**src/sv/stbs_pkg.sv**
```systemverilog
// ----------------------------------------------------------------------------
// stbs_pkg
// Shared widths, operation codes and controller/datapath interface types
// for the sorted table binary search block.
// ----------------------------------------------------------------------------
package stbs_pkg;

  localparam int OP_W    = 1;
  localparam int IDX_W   = 10;
  localparam int VALUE_W = 32;
  localparam int RANGE_W = 11;
  localparam int POS_W   = 10;

  localparam logic [OP_W-1:0] OP_WRITE  = 1'b0;
  localparam logic [OP_W-1:0] OP_SEARCH = 1'b1;

  typedef struct packed {
    logic load;
    logic wr;
    logic probe;
    logic step_lo;
    logic step_hi;
    logic done_found;
    logic done_miss;
  } stbs_cmd_t;

  typedef struct packed {
    logic nonempty;
    logic eq;
    logic lt;
  } stbs_sts_t;

endpackage

```
**src/sv/stbs_ctrl.sv**
```systemverilog
// ----------------------------------------------------------------------------
// stbs_ctrl
// Search sequencer: accepts items, steps the halving loop and signals the
// result cycle to the datapath.
// ----------------------------------------------------------------------------
module stbs_ctrl
  import stbs_pkg::*;
(
  input  logic            clk,
  input  logic            rst_n,
  input  logic            start,
  input  logic [OP_W-1:0] op,
  input  stbs_sts_t       sts,
  output stbs_cmd_t       cmd,
  output logic            busy
);

  localparam logic [1:0] ST_IDLE  = 2'd0;
  localparam logic [1:0] ST_PROBE = 2'd1;
  localparam logic [1:0] ST_CMP   = 2'd2;

  logic [1:0] state_r;
  logic [1:0] state_nxt;

  always_comb begin
    state_nxt = state_r;
    cmd       = '0;
    unique case (state_r)
      ST_IDLE: begin
        if (start) begin
          if (op == OP_SEARCH) begin
            cmd.load  = 1'b1;
            state_nxt = ST_PROBE;
          end else begin
            cmd.wr = 1'b1;
          end
        end
      end
      ST_PROBE: begin
        if (sts.nonempty) begin
          cmd.probe = 1'b1;
          state_nxt = ST_CMP;
        end else begin
          cmd.done_miss = 1'b1;
          state_nxt     = ST_IDLE;
        end
      end
      ST_CMP: begin
        if (sts.eq) begin
          cmd.done_found = 1'b1;
          state_nxt      = ST_IDLE;
        end else if (sts.lt) begin
          cmd.step_lo = 1'b1;
          state_nxt   = ST_PROBE;
        end else begin
          cmd.step_hi = 1'b1;
          state_nxt   = ST_PROBE;
        end
      end
      default: begin
        state_nxt = ST_IDLE;
      end
    endcase
  end

  always_ff @(posedge clk) begin
    if (!rst_n) begin
      state_r <= ST_IDLE;
    end else begin
      state_r <= state_nxt;
    end
  end

  assign busy = (state_r != ST_IDLE);

  a_cmd_onehot: assert property (@(posedge clk) disable iff (!rst_n) $onehot0(cmd))
    else $error("more than one datapath command at once");

  a_busy_no_accept: assert property (@(posedge clk) disable iff (!rst_n)
    busy |-> !cmd.load && !cmd.wr)
    else $error("item taken while busy");

  a_cmp_after_probe: assert property (@(posedge clk) disable iff (!rst_n)
    cmd.probe |=> state_r == ST_CMP)
    else $error("compare step lost after table read");

endmodule

```
**config.mk**
```make
export PLATFORM = sky130hd
export DESIGN_NAME = stbs_ctrl
export DESIGN_NICKNAME = d
export VERILOG_FILES = /design/src/sv/stbs_pkg.sv /design/src/sv/stbs_ctrl.sv
export SDC_FILE = /design/constraint.sdc
export NUM_CORES = 1
export LEC_CHECK = 0
export BUFFER_PORTS_ARGS = -buffer_cell sky130_fd_sc_hd__buf_2
export CAP_MARGIN = 20
export CORE_AREA = 4 4 41 43
export CTS_BUF_LIST = sky130_fd_sc_hd__clkbuf_16
export DETAILED_ROUTE_END_ITERATION = 8
export DIE_AREA = 0 0 45 47
export PLACE_DENSITY = 0.43
export REMOVE_ABC_BUFFERS = 1
export SYNTH_ARGS = -nofsm -noshare
export SYNTH_HDL_FRONTEND = slang
export SYNTH_SLANG_ARGS = --single-unit
```
**constraint.sdc**
```tcl
create_clock -name clk -period 0.9 [get_ports clk]
set_input_delay 0.09 -clock clk [delete_from_list [all_inputs] [get_ports clk]]
set_output_delay 0.09 -clock clk [all_outputs]
set_load 0.1 [all_outputs]
```
* Word-level counts from Yosys, hierarchy flattened
Cells that the tools add are included.
Cells by class: add/subtract/negate cells 0, multipliers 0, divide/modulo/power cells 0, $lt $le $gt $ge 0, equality and inequality tests 4, shift operators 0, mux-type cells 18, bitwise gates (word level) 0, reductions and logical operators 3
Operator list (number):
- $mux W2 | 6
- $mux W1 | 10
- $pmux W2 S3 | 1
- $ne A2 B2 Y1 const B | 2
- $mux W3 | 1
- $eq A2 B1 Y1 const B | 1
- $eq A2 B2 Y1 const B | 1
- $logic_not A2 Y1 | 1
- $reduce_and A2 Y1 | 1
- $reduce_bool A2 Y1 | 1
Storage, ports and cells: register bits after elaboration 2, latch bits 0, RAM bits 0, ROM bits 0, bits of input ports 7, output and inout port bits 8, logic and storage cells 26, memories 0

* Longest topological paths before layout
depth in word-level cells 3, gate-level depth with buffers 2, mapped depth without buffers 2

* Worst setup path before layout
OpenSTA, ideal clock, no wires.
path kind reg-to-output, start point register state_r[1], end point output port cmd[2] (netlist bit), arrival 3522 ps, required time 810 ps, slack -2712 ps, stages on the path, launching flop included 2, path buffers 0, cells stage by stage dfxtp_1 nor4b_1
RTL lines:
- from (decl) | RTL line stbs_ctrl.sv:22 | logic [1:0] state_r;
- from (signal assigned) | RTL line stbs_ctrl.sv:70 | state_r <= state_nxt;
- to (decl) | RTL line stbs_ctrl.sv:14 | output stbs_cmd_t cmd,

==> impl_metrics.toml <==
[run_status]
status = "complete, but fails checks"
violations = "setup timing"

[power_and_ir_drop]
pwr-share-comb = 0.213
p_int_uw = 747
power_switching_share = 0.236
vdd_drop_max_mv = 1.07
p_switching_uw = 230
clockPowerShare = 0.687
power_density_nw_per_um2 = 1840
p_leak_uw = 0.000237
pwr-share-seq = 0.099

[grt]
antenna_found_initial = 0
grt_pass1_wl_mm = 1.04
grt_usage = 0.0781
grt-ovfl-total = 0
first_global_vias = 240
grt_max_degree = 8

[routing]
drc = 0
drtIter0Drc = 1
ant_nets = 0
routed_wl_um = 624
vias_per_cell = 3.96
wire_per_inst_um = 11.1
routed-via-count = 222
first_pass_iters = 2

[cells_and_area]
n_antenna_cell = 0
final_cell_mix = "8 x buf_12, 8 x buf_4, 6 x buf_2"
largest_reg_flops = 2
top_register = "state_r"
top_regs = "state_r: 2 flops"
area_growth_pct = 239
fin_nets = 50
drive_gt1_frac = 0.878
fin_area_um2 = 531

[floorplan]
die_w_um = 45
die_y_um = 47
dieArea_um2 = 2120
initial_core_util = 0.120
core_um2 = 1300
fp-row-count = 13
io_pins = 15

[timing]
grt_setup_unrepaired = "true"
fmax_ghz = 0.761
post-route-period-util = 1.46
period_minus_slack_ps = 1310
holdWs_ps = 96.6
hold_viol_final = 0
relSlewSlack = 0.822
finalClockSkew_ps = 1.61
slew_viol_final = 0
setup_violations = 9
worstMarginPinSlew_ps = 263
setup_ws_ps = -413

[cts]
htreeDepth = 1
cts_tree = "built"
hold_buffers = 0
cts.sinks = 2
clk_pin_slew_ps = 30
clk_latency_ps = 220
cts-root-buf = "clkbuf_16"
clockBufferDepth = 2
cts_made_buffers = 3

[synth]
yosysSeqAreaShare = 0.256
ys_warn_count = 0
netlist_area_um2 = 156
synth_seq_cells = 2
synth_cells = 16
syn_area_per_cell_um2 = 9.78
synth_cell_types = 13

[setup_path]
endpoint_kind = "output pin"
start_kind = "flop"
critical_path_class = "reg -> out"
worstPathMaxFanout = 5
cp.required_ps = 810
arrival_ps = 1220

[placement]
dp_hpwl_um = 465
gp_congestion = 0.663
placed_area_um2 = 418
io_buffers = 14

[hold_path]
min_path_type = "in -> reg"

[job]
max_cap_violations = 0
-- cells in the mapped netlist --
cell,n,area share
dfxtp_1,2,0.26
or2_4,1,0.056
nand2b_1,2,0.080
nor3b_2,1,0.080
and2_1,1,0.040
nor3b_1,1,0.048
and4bb_2,1,0.080
buf_4,1,0.048
a21oi_1,1,0.032
nor4bb_1,1,0.064
nor4b_1,1,0.056
nand3b_1,1,0.048
and3b_1,2,0.11
-- logic make-up (layout without fill, tap and decap cells) --
group / after synthesis / after routing / share of synthesized area
AND/OR/NAND/NOR: 12 / 12 / 0.664
flip-flops: 2 / 2 / 0.256
AO/OA/AOI/OAI: 1 / 1 / 0.0320
buffers and inverters: 1 / 26 / 0.0480
-- critical path, stage by stage (launching register included) --
cell and delay, ps:
dfxtp_2 330, or2_4 260, nor3b_4 210, buf_12 200
-- area by class of cell --
type | instances | area [um^2]
multi-input cells | 13 | 133
repair buffers | 23 | 262
well taps | 15 | 18.8
flip-flops and latches | 2 | 42.5
fillers | 144 | 771
clock buffers | 3 | 75.1
-- metrics by stage --
step | setup WS [ps] | util | power [uW] | instances | TNS, ps
3_3_place_gp | -227 | 0.321 | 291 | 52 | -1360
6_report | -413 | 0.408 | 977 | 56 | -2850
2_1_floorplan | -2710 | - | 203 | 15 | -9700
5_1_grt | -452 | 0.408 | 1020 | 56 | -3210
4_1_cts | -426 | 0.396 | 987 | 55 | -2850
3_5_place_dp | -252 | 0.321 | 292 | 52 | -1390
-- routing by layer --
| metal | vias up | share of wire | global-route usage |
|---|---|---|---|
| met5 | - | 0 | 0 |
| met4 | 0 | 0.038 | 0.105 |
| met3 | 2 | 0.14 | 0.0460 |
| met2 | 15 | 0.34 | 0.0904 |
| met1 | 91 | 0.48 | 0.0837 |
| li1 | 114 | - | - |
-- what timing repair did --
action / CTS / global route
resized for setup: 7 / 2
pin swaps: 5 / 0
hold endpoints to repair: 0 / 0
buffers inserted: 0 / 1
setup endpoints to repair: 10 / 10
-- path summary, 6_finish.rpt --
| kind | to | start | cells past startpoint | slack, ps |
|---|---|---|---|---|
| setup reg to reg | state_r[1] | state_r[1] | 3 | -50 |
| hold / removal | state_r[1] | rst_n | 2 | 100 |
| hold reg to reg | state_r[0] | state_r[0] | 2 | 590 |
| setup / recovery | cmd[5] | state_r[1] | 3 | -410 |
-- power by group through the flow --
stage	clock (uW)	sequential (uW)	combinational, uW
after floorplan	0	96.6	106
after global placement	0	97.0	194
after detailed placement	0	97.5	194
after CTS	688	97.3	202
after global routing	705	97.6	218
final	672	97.2	208
No activity file was read; power rests on OpenSTA's default activity.
